### config.mk
export PLATFORM = sky130hd
export DESIGN_NAME = windowed_threshold_alarm
export DESIGN_NICKNAME = d
export VERILOG_FILES = /design/src/rtl/wta_pkg.sv /design/src/rtl/windowed_threshold_alarm.sv /design/src/rtl/wta_window_mem.sv /design/src/rtl/wta_divider.sv
export SDC_FILE = /design/constraint.sdc
export NUM_CORES = 2
export LEC_CHECK = 0
export ABC_AREA = 0
export ABC_CLOCK_PERIOD_IN_PS = 22700
export BUFFER_PORTS_ARGS = -buffer_cell sky130_fd_sc_hd__buf_2
export CAP_MARGIN = 0
export CORE_MARGIN = 2
export CORE_UTILIZATION = 46
export CTS_CLUSTER_DIAMETER = 30
export DETAILED_ROUTE_END_ITERATION = 7
export SKIP_LAST_GASP = 1
export SYNTH_ARGS = -nofsm -noshare
export SYNTH_HDL_FRONTEND = slang
export SYNTH_HIERARCHICAL = 1
export SYNTH_SLANG_ARGS = --single-unit
### constraint.sdc
create_clock -name clk -period 22.7 [get_ports clk]
set_input_delay 0 -clock clk [delete_from_list [all_inputs] [get_ports clk]]
set_output_delay 0 -clock clk [all_outputs]
set_load 0.05 [all_outputs]
### src/rtl/wta_pkg.sv
// shared types, constants and helper functions of the windowed threshold alarm
package wta_pkg;

  localparam int WINDOW_DEPTH = 64;
  localparam int TIME_WIDTH   = 32;
  localparam int VAL_W        = 16;
  localparam int IDX_W        = $clog2(WINDOW_DEPTH);
  localparam int CNT_W        = $clog2(WINDOW_DEPTH + 1);
  localparam int SUM_W        = VAL_W + $clog2(WINDOW_DEPTH) + 1;
  localparam int CFG_IDX_W    = 3;
  localparam int CFG_DATA_W   = 16;

  localparam logic [CFG_IDX_W-1:0] REG_ENABLE    = 3'd0;
  localparam logic [CFG_IDX_W-1:0] REG_AGG_MODE  = 3'd1;
  localparam logic [CFG_IDX_W-1:0] REG_THR_MODE  = 3'd2;
  localparam logic [CFG_IDX_W-1:0] REG_MAX_LIMIT = 3'd3;
  localparam logic [CFG_IDX_W-1:0] REG_MIN_LIMIT = 3'd4;
  localparam logic [CFG_IDX_W-1:0] REG_WINDOW    = 3'd5;
  localparam logic [CFG_IDX_W-1:0] REG_REPEAT    = 3'd6;

  localparam logic [1:0] AGG_AVG = 2'd0;
  localparam logic [1:0] AGG_MAX = 2'd1;
  localparam logic [1:0] AGG_MIN = 2'd2;

  localparam logic [1:0] EV_NONE   = 2'd0;
  localparam logic [1:0] EV_ABOVE  = 2'd1;
  localparam logic [1:0] EV_BELOW  = 2'd2;
  localparam logic [1:0] EV_NORMAL = 2'd3;

  typedef enum logic [2:0] {
    S_IDLE,
    S_APPEND,
    S_SCAN,
    S_DIV,
    S_COMPACT,
    S_OUT
  } state_t;

  typedef struct packed {
    logic [TIME_WIDTH-1:0]   t;
    logic signed [VAL_W-1:0] smp;
  } entry_t;

  typedef struct packed {
    logic             en;
    logic [IDX_W-1:0] addr;
    entry_t           data;
  } mem_wr_t;

  typedef struct packed {
    logic             en;
    logic [IDX_W-1:0] addr;
  } mem_rd_t;

  // position i of the window, counted from the oldest entry
  function automatic logic [IDX_W-1:0] slot_f(logic [IDX_W-1:0] head, logic [CNT_W-1:0] i);
    logic [CNT_W:0] s;
    s = (CNT_W+1)'(head) + (CNT_W+1)'(i);
    if (s >= (CNT_W+1)'(WINDOW_DEPTH)) s = s - (CNT_W+1)'(WINDOW_DEPTH);
    return s[IDX_W-1:0];
  endfunction

  // entry older than the window; a time ahead of now never ages
  function automatic logic aged_f(logic [TIME_WIDTH-1:0] now, logic [TIME_WIDTH-1:0] t,
                                  logic [15:0] ws);
    logic [TIME_WIDTH-1:0] d;
    d = now - t;
    return (now >= t) && (d >= TIME_WIDTH'(ws));
  endfunction

endpackage

### src/rtl/windowed_threshold_alarm.sv
// windowed threshold alarm top level: control sequencer, registers and output stage
// a disabled request goes straight to the output stage; an enabled one is appended, then
//   all entries held after the append (1 to 64) are scanned at one read per cycle
// no aged entry: the sample is checked; aged: max, min or divided average, then compaction
// throughput: one request at a time, next request taken once the result is registered
// reset clears registers, window count, head, alarm state and last report time;
//   the window memory is not cleared, only entries below the count are ever read
module windowed_threshold_alarm (
  input  logic                            clk,
  input  logic                            rst_n,
  input  logic                            in_tvalid,
  output logic                            in_tready,
  input  logic [47:0]                     in_tdata,   // now_seconds[31:0], sample[47:32]
  output logic                            out_tvalid,
  input  logic                            out_tready,
  // report[0], checked_value[16:1], healthy[17], window_overflow[18], zero[23:19]
  output logic [23:0]                     out_tdata,
  output logic [1:0]                      out_tuser,  // event_kind[1:0]
  input  logic                            cfg_valid,
  output logic                            cfg_ready,
  input  logic [wta_pkg::CFG_IDX_W-1:0]   cfg_index,
  input  logic [wta_pkg::CFG_DATA_W-1:0]  cfg_data
);
  import wta_pkg::*;

  // configuration
  logic              enable_r;
  logic [1:0]        agg_mode_r;
  logic [1:0]        thr_mode_r;
  logic signed [15:0] max_limit_r;
  logic signed [15:0] min_limit_r;
  logic [15:0]       window_r;
  logic [15:0]       repeat_r;

  state_t state_r, state_nxt;

  logic [IDX_W-1:0]      head_r, head_nxt;
  logic [CNT_W-1:0]      count_r, count_nxt;
  logic                  alarm_r, alarm_nxt;
  logic [TIME_WIDTH-1:0] last_r, last_nxt;

  logic [TIME_WIDTH-1:0]   now_r, now_nxt;
  logic signed [VAL_W-1:0] smp_r, smp_nxt;
  logic                    dis_r, dis_nxt;
  logic                    ovf_r, ovf_nxt;
  logic [CNT_W-1:0]        i_r, i_nxt;
  logic [CNT_W-1:0]        kept_r, kept_nxt;
  logic                    dvalid_r, dvalid_nxt;
  logic                    any_aged_r, any_aged_nxt;
  logic signed [SUM_W-1:0] sum_r, sum_nxt;
  logic signed [VAL_W-1:0] mx_r, mx_nxt, mn_r, mn_nxt;
  logic signed [VAL_W-1:0] value_r, value_nxt;

  logic        out_valid_r, out_valid_nxt;
  logic [23:0] out_data_r, out_data_nxt;
  logic [1:0]  out_user_r, out_user_nxt;

  mem_wr_t wr;
  mem_rd_t rd;
  entry_t  rdata;
  logic    rd_aged;

  logic                    div_start;
  logic                    div_done;
  logic signed [VAL_W-1:0] div_q;

  logic                  tmax, tmin, trig, rep_ok;
  logic [TIME_WIDTH-1:0] since;
  logic                  rep;
  logic [1:0]            kind;
  logic                  hlth;

  wta_window_mem u_mem (
    .clk   (clk),
    .wr    (wr),
    .rd    (rd),
    .rdata (rdata)
  );

  wta_divider u_div (
    .clk      (clk),
    .rst_n    (rst_n),
    .start    (div_start),
    .sum      (sum_r),
    .count    (count_r),
    .done     (div_done),
    .quotient (div_q)
  );

  assign cfg_ready = 1'b1;

  always_ff @(posedge clk) begin
    if (!rst_n) begin
      enable_r    <= 1'b0;
      agg_mode_r  <= AGG_AVG;
      thr_mode_r  <= 2'd0;
      max_limit_r <= '0;
      min_limit_r <= '0;
      window_r    <= '0;
      repeat_r    <= '0;
    end else if (cfg_valid) begin
      unique case (cfg_index)
        REG_ENABLE:    enable_r    <= cfg_data[0];
        REG_AGG_MODE:  agg_mode_r  <= cfg_data[1:0];
        REG_THR_MODE:  thr_mode_r  <= cfg_data[1:0];
        REG_MAX_LIMIT: max_limit_r <= cfg_data;
        REG_MIN_LIMIT: min_limit_r <= cfg_data;
        REG_WINDOW:    window_r    <= cfg_data;
        REG_REPEAT:    repeat_r    <= cfg_data;
        default: ;
      endcase
    end
  end

  assign rd_aged = aged_f(now_r, rdata.t, window_r);

  // limit check and report decision on the checked value
  always_comb begin
    since  = now_r - last_r;
    tmax   = thr_mode_r[0] && (value_r > max_limit_r);
    tmin   = thr_mode_r[1] && (value_r < min_limit_r);
    trig   = tmax || tmin;
    rep_ok = (last_r == '0) || (repeat_r == '0) ||
             ((now_r >= last_r) && (since > TIME_WIDTH'(repeat_r)));
    rep    = 1'b0;
    kind   = EV_NONE;
    hlth   = 1'b1;
    if (trig) begin
      hlth = 1'b0;
      if (rep_ok) begin
        rep  = 1'b1;
        kind = tmin ? EV_BELOW : EV_ABOVE;
      end
    end else if (alarm_r) begin
      rep  = 1'b1;
      kind = EV_NORMAL;
    end
  end

  always_comb begin
    state_nxt     = state_r;
    head_nxt      = head_r;
    count_nxt     = count_r;
    alarm_nxt     = alarm_r;
    last_nxt      = last_r;
    now_nxt       = now_r;
    smp_nxt       = smp_r;
    dis_nxt       = dis_r;
    ovf_nxt       = ovf_r;
    i_nxt         = i_r;
    kept_nxt      = kept_r;
    dvalid_nxt    = 1'b0;
    any_aged_nxt  = any_aged_r;
    sum_nxt       = sum_r;
    mx_nxt        = mx_r;
    mn_nxt        = mn_r;
    value_nxt     = value_r;
    out_valid_nxt = out_valid_r && !out_tready;
    out_data_nxt  = out_data_r;
    out_user_nxt  = out_user_r;
    in_tready     = 1'b0;
    div_start     = 1'b0;
    wr            = '0;
    rd            = '0;

    unique case (state_r)
      S_IDLE: begin
        in_tready = 1'b1;
        if (in_tvalid) begin
          now_nxt = in_tdata[31:0];
          smp_nxt = in_tdata[47:32];
          dis_nxt = !enable_r;
          ovf_nxt = 1'b0;
          state_nxt = enable_r ? S_APPEND : S_OUT;
        end
      end
      S_APPEND: begin
        wr.en   = 1'b1;
        wr.data = '{t: now_r, smp: smp_r};
        if (count_r == CNT_W'(WINDOW_DEPTH)) begin
          // full: overwrite the oldest entry and move the head past it
          wr.addr  = head_r;
          head_nxt = (head_r == IDX_W'(WINDOW_DEPTH - 1)) ? '0 : head_r + 1'b1;
          ovf_nxt  = 1'b1;
        end else begin
          wr.addr   = slot_f(head_r, count_r);
          count_nxt = count_r + 1'b1;
        end
        i_nxt        = '0;
        any_aged_nxt = 1'b0;
        sum_nxt      = '0;
        mx_nxt       = {1'b0, {(VAL_W-1){1'b1}}} ^ {VAL_W{1'b1}};
        mn_nxt       = {1'b0, {(VAL_W-1){1'b1}}};
        state_nxt    = S_SCAN;
      end
      S_SCAN: begin
        if (i_r < count_r) begin
          rd.en      = 1'b1;
          rd.addr    = slot_f(head_r, i_r);
          i_nxt      = i_r + 1'b1;
          dvalid_nxt = 1'b1;
        end
        if (dvalid_r) begin
          if (rd_aged) any_aged_nxt = 1'b1;
          sum_nxt = sum_r + SUM_W'(rdata.smp);
          if (rdata.smp > mx_r) mx_nxt = rdata.smp;
          if (rdata.smp < mn_r) mn_nxt = rdata.smp;
        end
        if ((i_r == count_r) && !dvalid_r) begin
          i_nxt    = '0;
          kept_nxt = '0;
          if (!any_aged_r) begin
            value_nxt = smp_r;
            state_nxt = S_OUT;
          end else begin
            case (agg_mode_r)
              AGG_MAX: begin
                value_nxt = mx_r;
                state_nxt = S_COMPACT;
              end
              AGG_MIN: begin
                value_nxt = mn_r;
                state_nxt = S_COMPACT;
              end
              default: begin
                div_start = 1'b1;
                state_nxt = S_DIV;
              end
            endcase
          end
        end
      end
      S_DIV: begin
        if (div_done) begin
          value_nxt = div_q;
          state_nxt = S_COMPACT;
        end
      end
      S_COMPACT: begin
        // kept trails the read index, so a move never lands on an unread entry
        if (i_r < count_r) begin
          rd.en      = 1'b1;
          rd.addr    = slot_f(head_r, i_r);
          i_nxt      = i_r + 1'b1;
          dvalid_nxt = 1'b1;
        end
        if (dvalid_r && !rd_aged) begin
          wr.en    = 1'b1;
          wr.addr  = slot_f(head_r, kept_r);
          wr.data  = rdata;
          kept_nxt = kept_r + 1'b1;
        end
        if ((i_r == count_r) && !dvalid_r) begin
          count_nxt = kept_r;
          state_nxt = S_OUT;
        end
      end
      S_OUT: begin
        if (!out_valid_r || out_tready) begin
          out_valid_nxt = 1'b1;
          if (dis_r) begin
            out_data_nxt = {5'd0, 1'b0, 1'b1, {VAL_W{1'b0}}, 1'b0};
            out_user_nxt = EV_NONE;
          end else begin
            out_data_nxt = {5'd0, ovf_r, hlth, value_r, rep};
            out_user_nxt = kind;
            if (trig && rep_ok) begin
              last_nxt  = now_r;
              alarm_nxt = 1'b1;
            end else if (!trig && alarm_r) begin
              alarm_nxt = 1'b0;
            end
          end
          state_nxt = S_IDLE;
        end
      end
      default: state_nxt = S_IDLE;
    endcase
  end

  always_ff @(posedge clk) begin
    if (!rst_n) begin
      state_r     <= S_IDLE;
      head_r      <= '0;
      count_r     <= '0;
      alarm_r     <= 1'b0;
      last_r      <= '0;
      dvalid_r    <= 1'b0;
      out_valid_r <= 1'b0;
    end else begin
      state_r     <= state_nxt;
      head_r      <= head_nxt;
      count_r     <= count_nxt;
      alarm_r     <= alarm_nxt;
      last_r      <= last_nxt;
      dvalid_r    <= dvalid_nxt;
      out_valid_r <= out_valid_nxt;
    end
  end

  always_ff @(posedge clk) begin
    now_r      <= now_nxt;
    smp_r      <= smp_nxt;
    dis_r      <= dis_nxt;
    ovf_r      <= ovf_nxt;
    i_r        <= i_nxt;
    kept_r     <= kept_nxt;
    any_aged_r <= any_aged_nxt;
    sum_r      <= sum_nxt;
    mx_r       <= mx_nxt;
    mn_r       <= mn_nxt;
    value_r    <= value_nxt;
    out_data_r <= out_data_nxt;
    out_user_r <= out_user_nxt;
  end

  assign out_tvalid = out_valid_r;
  assign out_tdata  = out_data_r;
  assign out_tuser  = out_user_r;

  a_count_bound: assert property (@(posedge clk) disable iff (!rst_n)
    count_r <= CNT_W'(WINDOW_DEPTH))
    else $error("window count above depth");

  a_kind_report: assert property (@(posedge clk) disable iff (!rst_n)
    out_tvalid |-> ((out_tuser != EV_NONE) == out_tdata[0]))
    else $error("event kind and report flag disagree");

  a_accept_busy: assert property (@(posedge clk) disable iff (!rst_n)
    (in_tvalid && in_tready) |=> (state_r != S_IDLE))
    else $error("request accepted but sequencer stayed idle");

  a_div_done: assert property (@(posedge clk) disable iff (!rst_n)
    div_done |-> (state_r == S_DIV))
    else $error("divider finished outside the divide phase");

  a_compact_order: assert property (@(posedge clk) disable iff (!rst_n)
    (state_r == S_COMPACT) |-> (kept_r <= i_r))
    else $error("compaction write index passed the read index");

endmodule

### src/rtl/wta_window_mem.sv
// window store: sample and timestamp entries, one write and one registered read port
module wta_window_mem (
  input  logic             clk,
  input  wta_pkg::mem_wr_t wr,
  input  wta_pkg::mem_rd_t rd,
  output wta_pkg::entry_t  rdata
);
  import wta_pkg::*;

  entry_t mem [WINDOW_DEPTH];
  entry_t rdata_r;

  always_ff @(posedge clk) begin
    if (wr.en) begin
      mem[wr.addr] <= wr.data;
    end
  end

  always_ff @(posedge clk) begin
    if (rd.en) begin
      rdata_r <= mem[rd.addr];
    end
  end

  assign rdata = rdata_r;

endmodule

### src/rtl/wta_divider.sv
// serial restoring divider for the window average, one quotient bit per cycle
module wta_divider (
  input  logic                                 clk,
  input  logic                                 rst_n,
  input  logic                                 start,
  input  logic signed [wta_pkg::SUM_W-1:0]     sum,
  input  logic        [wta_pkg::CNT_W-1:0]     count,
  output logic                                 done,
  output logic signed [wta_pkg::VAL_W-1:0]     quotient
);
  import wta_pkg::*;

  localparam int STEP_W = $clog2(SUM_W + 1);

  logic              busy_r, busy_nxt;
  logic              done_r, done_nxt;
  logic              neg_r, neg_nxt;
  logic [STEP_W-1:0] step_r, step_nxt;
  logic [SUM_W-1:0]  quo_r, quo_nxt;
  logic [CNT_W-1:0]  rem_r, rem_nxt;
  logic [CNT_W-1:0]  div_r, div_nxt;
  logic [CNT_W:0]    trial;
  logic [VAL_W:0]    mag;

  always_comb begin
    busy_nxt = busy_r;
    done_nxt = 1'b0;
    neg_nxt  = neg_r;
    step_nxt = step_r;
    quo_nxt  = quo_r;
    rem_nxt  = rem_r;
    div_nxt  = div_r;
    trial    = {rem_r, quo_r[SUM_W-1]};
    if (start) begin
      busy_nxt = 1'b1;
      neg_nxt  = sum[SUM_W-1];
      quo_nxt  = sum[SUM_W-1] ? SUM_W'(-sum) : SUM_W'(sum);
      rem_nxt  = '0;
      div_nxt  = count;
      step_nxt = STEP_W'(SUM_W);
    end else if (busy_r) begin
      if (trial >= {1'b0, div_r}) begin
        rem_nxt = CNT_W'(trial - {1'b0, div_r});
        quo_nxt = {quo_r[SUM_W-2:0], 1'b1};
      end else begin
        rem_nxt = trial[CNT_W-1:0];
        quo_nxt = {quo_r[SUM_W-2:0], 1'b0};
      end
      step_nxt = step_r - 1'b1;
      if (step_r == STEP_W'(1)) begin
        busy_nxt = 1'b0;
        done_nxt = 1'b1;
      end
    end
  end

  always_ff @(posedge clk) begin
    if (!rst_n) begin
      busy_r <= 1'b0;
      done_r <= 1'b0;
    end else begin
      busy_r <= busy_nxt;
      done_r <= done_nxt;
    end
  end

  always_ff @(posedge clk) begin
    neg_r  <= neg_nxt;
    step_r <= step_nxt;
    quo_r  <= quo_nxt;
    rem_r  <= rem_nxt;
    div_r  <= div_nxt;
  end

  // truncation toward zero: divide magnitudes, then restore the sign
  assign mag      = quo_r[VAL_W:0];
  assign quotient = neg_r ? VAL_W'(-mag) : VAL_W'(mag);
  assign done     = done_r;

endmodule

Word level (Yosys, flattened, before mapping)
Memories as Yosys holds them, arrays and structs flattened. A register that Yosys moved wholly into a read port is not among the register bits.
Cells that the tools add are included.

word-level totals
  bits in registers = 327
  RAM bits = 3072
  output and inout port bits = 29
  logic and storage cells = 231
  memories kept = 1

memory list
  name       depth  bits a word  read ports  clocked after Yosys merged registers in  write ports  line                  source
  u_mem.mem  64     48           1           1                                        1            wta_window_mem.sv:10  entry_t mem [WINDOW_DEPTH];

cells by class
  $add $sub $neg = 17
  magnitude comparators = 13
  eq/ne operators = 30
  multiplexer cells = 76
  bitwise gates (word level) = 3
  reduce and logical (&&, ||, !) cells = 56

operator list
  operator              number
  $mux W16              8
  $pmux W16 S2          4
  $pmux W55 S2          1
  $mux W23              4
  $ge A32 B32 Y1        2
  $sub A32 B32 Y32      2
  $mux W7               9
  $mux W55              1
  $pmux W23 S2          1
  $ge A32 B16 Y1        1
  $gt A16 B16 Y1        2
  $gt A32 B16 Y1        1
  $logic_not A32 Y1     1
  $lt A16 B16 Y1        2
  $mux W6               5
  $pmux W7 S2           2
  $mux W1               25
  $add A6 B7 Y8         3
  $ge A8 B7 Y1 const B  3
  $mux W3               8
  $reduce_and A2 Y1     12
  $add A23 B16 Y23      1
  $neg A23 Y23          1
  $ne A2 B2 Y1 const B  11
  other kinds (36)      85

Logic depth before layout (Yosys ltp)
  word-level depth = 9
  depth in mapped cells = 27
  depth with buffers taken out = 25

Hierarchy
Netlist, hierarchy kept.

modules (own cells, without submodules)
  module                    instances  cells an instance  area each (um^2)
  wta_window_mem            1          5247               118671.3
  windowed_threshold_alarm  1          2315               19930.4
  wta_divider               1          328                3040.4

Worst setup path before layout
OpenSTA, ideal clock, no wires.

  path type = register to register
  from = reg now_r[1]
  to = mem u_mem/mem[55][0] in the netlist's numbering (enable)
  library setup time = 513 ps
  data arrival time = 9035 ps
  path slack = 13152 ps
  stages on the path, launching flop included = 25
  path buffers = 2
  path through = edfxtp_1 -> ha_1 -> nor2b_1 -> o31a_1 -> o41a_1 -> a311o_1 -> a21oi_1 -> o21ai_0 -> xor2_1 -> ha_1 -> and4_1 -> a311oi_1 -> o21ai_0 -> nor4_1 -> nand4_1 -> a2111oi_0 -> or4b_1 -> nor3b_2 -> nand3_1 -> a21oi_4 -> buf_6 -> o2bb2ai_1 -> clkbuf_1 -> nand3_1 -> nor3_1

RTL lines
  item                    line                             source
  start, declared         windowed_threshold_alarm.sv:42   logic [TIME_WIDTH-1:0] now_r, now_nxt;
  start signal, assigned  windowed_threshold_alarm.sv:302  now_r <= now_nxt;
  end, declared           wta_window_mem.sv:10

==> reports/metrics.yaml <==
drive_gt1_frac: 0.249
post-place-ws_ps: 13400
yosysUniqueCellTypes: 103
fmax_mhz: 106
min_period_over_period: 0.416
synth.yosys.seq_area_share: 0.720
grt_pass1_wl_um: 580000
syn_area_mm2: 0.142
wl_per_cell_um: 30.8
fill_cells: 23400
cts_tree: "done"
reg2reg_from: "now_r[1]"
fin_ws_ps: 13260
clk_latency_ps: 1020
skew_ps: 48.4
hold_start: "rst_n"
p_per_area_mw_per_mm2: 125
portBuffers: 94
drtIter0Drc: 10100
holdWs_ps: 75.0
grt_usage: 0.255
ir_drop_v: 0.000110
cts_made_buffers: 618
ys_ff_latch: 3442
hold_viol_final: 0
first_pass_iters: 8
die-area_mm2: 0.312
cts_root_buffer: "clkbuf_16"
dp_hpwl_um: 236000
outcome: "finished, final reports clean"
synth_area_leaders: "edfxtp_1 (70%), mux4_2 (11%), ha_1 (1.9%)"
final_max_slew_viol_count: 0
maxCapViolations: 0
grt_antenna_before_repair: 30
crit_buf_inv: 1
ys.flop_type: "edfxtp_1"
netlist_instances: 7890
regArea_mm2: 0.102
postSynth.asyncResetShare: 0
synth_area_per_cell_um2: 18.0
cp_slowest_stage_delay_ps: 820
max_slew_margin: 0.0400
io_pins: 101
cp_max_fo: 27
worstSetupStartpointType: "register"
p_leak_nw: 55.3
worstMarginPinSlew_ps: 1420
critPathTopFamily: "simple AND/OR/NAND/NOR gates"
yosysWarnings: 6
viasPerCell: 6.10
hp-class: "in -> reg"
final_area_mm2: 0.170
drtAntennaViolNets: 0
place_area_mm2: 0.147
final-setup-viol-count: 0
synth_edf_count: 3308
clock_sinks: 3442
syn_to_final_growth_pct: 19.8
cp.required_ps: 23330
clkSlewWorstSetupHoldPaths_ps: 50
core_mm2: 0.306
grt.overflow.total: 0
critPathKind: "reg -> reg"
synth_top_cell_by_area: "edfxtp_1"
grt_pass1_vias: 80500
grt_max_degree: 104
drc: 0
critPathSlowestCell: "a32oi_1"
crit_start: "now_r[1]"
wirelength_um: 406000
fin_crit_ps: 9440
nets: 8849
rsz0062_at_grt: "false"
fp.dieH_um: 559
die_x_um: 559
cp_data_arrival_time_ps: 10070
num_vias: 80400
htreeDepth: 6
clk_path_buf_depth: 4
multiInputGateArea_mm2: 0.0371
synth.top_cell.area_share: 0.701
power_mw: 21.2
setup_tns_ps: 0
place.gp.congestion: 0.882
crit_path_end_kind: "register"
initial_core_util: 0.463
rows: 203
worst reg2reg max path: cells and delay by family, from the launching register on:
| kind | cells | cell delay [ps] |
|---|---|---|
| AO/OA/AOI/OAI | 10 | 3420 |
| XOR/XNOR | 1 | 230 |
| adder cells (fa/ha/maj) | 2 | 620 |
| buffers and inverters | 1 | 540 |
| flip-flops | 1 | 450 |
| AND/OR/NAND/NOR | 11 | 3780 |
power by group:
part / internal (mW) / total (mW) / switching, mW
Combinational: 1.38 / 4.23 / 2.85
Clock: 5.91 / 9.15 / 3.24
Sequential: 7.61 / 7.80 / 0.190
per-layer routing:
metal | share of wire | vias to the layer above | global-route usage
li1 | - | 33500 | -
met1 | 0.40 | 42200 | 0.358
met2 | 0.47 | 3986 | 0.404
met3 | 0.094 | 656 | 0.0519
met4 | 0.029 | 8 | 0.0793
met5 | 0.00078 | - | 0
timing repair:
action,CTS,global route
hold buffers,153,0
resized for setup,0,0
hold endpoints to repair,227,0
buffers inserted,0,0
flip-flops by register name, summed over array words and instances (netlist names), 16 cells and up:
register,cells
max_limit_r,16
sum_r,23
now_r,32
value_r,16
u_div/quo_r,23
window_r,16
out_tdata,19
mx_r,16
u_mem/mem,3072
last_r,32
smp_r,16
repeat_r,16
u_mem/rdata,48
mn_r,16
min_limit_r,16
synth_stat cells, types with 9 or more instances:
| cell | count |
|---|---|
| edfxtp_1 | 3308 |
| mux4_2 | 672 |
| nand2_1 | 483 |
| nor2_1 | 260 |
| mux2i_1 | 247 |
| a21oi_1 | 236 |
| inv_1 | 231 |
| clkbuf_1 | 221 |
| ha_1 | 220 |
| o22ai_1 | 139 |
| nand3_1 | 137 |
| o21ai_0 | 137 |
| dfxtp_1 | 134 |
| buf_2 | 108 |
| nand4_1 | 106 |
| a22oi_1 | 82 |
| nor2b_1 | 73 |
| mux2_2 | 72 |
| xnor2_1 | 60 |
| nor3_1 | 57 |
| o211ai_1 | 56 |
| a211oi_1 | 55 |
| xor2_1 | 54 |
| a22o_1 | 52 |
| nand2b_1 | 47 |
| a21o_1 | 46 |
| o221ai_1 | 46 |
| and3_1 | 37 |
| buf_4 | 35 |
| a221o_1 | 30 |
| or3_1 | 30 |
| o21a_1 | 29 |
| and2_1 | 26 |
| buf_6 | 24 |
| or2_2 | 24 |
| nor4_1 | 23 |
| buf_1 | 22 |
| a311o_1 | 21 |
| a31oi_1 | 21 |
| o22a_1 | 17 |
| buf_12 | 11 |
| o2111ai_1 | 11 |
| o31ai_1 | 11 |
| o21ai_1 | 10 |
| o21bai_1 | 9 |
cell usage in the layout (no fill, tap or decap), drive strengths merged, types with 58 or more instances in the layout:
master	synthesis	layout
dlygate4sd3	0	153
nor2	261	261
nand4	107	107
clkbuf	221	693
mux2i	247	247
nand2	485	485
a22oi	82	82
nand3	137	137
ha	220	220
clkinvlp	0	70
mux2	73	73
inv	233	308
mux4	672	672
clkinv	0	233
bufinv	0	68
o22ai	139	139
buf	208	312
dfxtp	134	134
a211oi	58	58
xnor2	60	60
edfxtp	3308	3308
a21oi	237	237
nor2b	73	73
o21ai	148	148
final cells by class:
cell class,count,area share
diodes,6,0.0000885
repair buffers,465,0.0219
inverters,233,0.00515
clock inverters,446,0.0282
clock buffers,693,0.0947
multi-input cells,3790,0.219
flip-flops and latches,3442,0.601
well taps,4100,0.0302
final timing paths:
check	end	slack [ps]	cells past startpoint
hold reg to reg	min_limit_r[15]	450	2
setup / recovery	u_mem/mem[41][38]	13260	25
setup reg to reg	u_mem/mem[41][38]	13260	25
hold / removal	head_r[0]	70	4
cell families (layout without fill, tap and decap cells):
family | count (synthesis) | count (layout) | synth area share
and+or+nand+nor | 1354 | 1354 | 0.0461
xor gates and xnor gates | 114 | 114 | 0.00705
AOI/OAI and AO/OA | 1097 | 1097 | 0.0534
adders and majority gates | 227 | 227 | 0.0204
buffers and inverters | 662 | 1837 | 0.0226
muxes | 992 | 992 | 0.130
DFF | 3442 | 3442 | 0.720
other | 2 | 12 | 0.0000530
through the flow:
| step | cells | utilization |
|---|---|---|
| after CTS | 13200 | 0.554 |
| after global routing | 13200 | 0.555 |
| after floorplan | 7894 | - |
| after global placement | 11900 | 0.481 |
| final | 13200 | 0.555 |
| after detailed placement | 11900 | 0.481 |
Note: power is estimated with default switching activity, not from simulation.
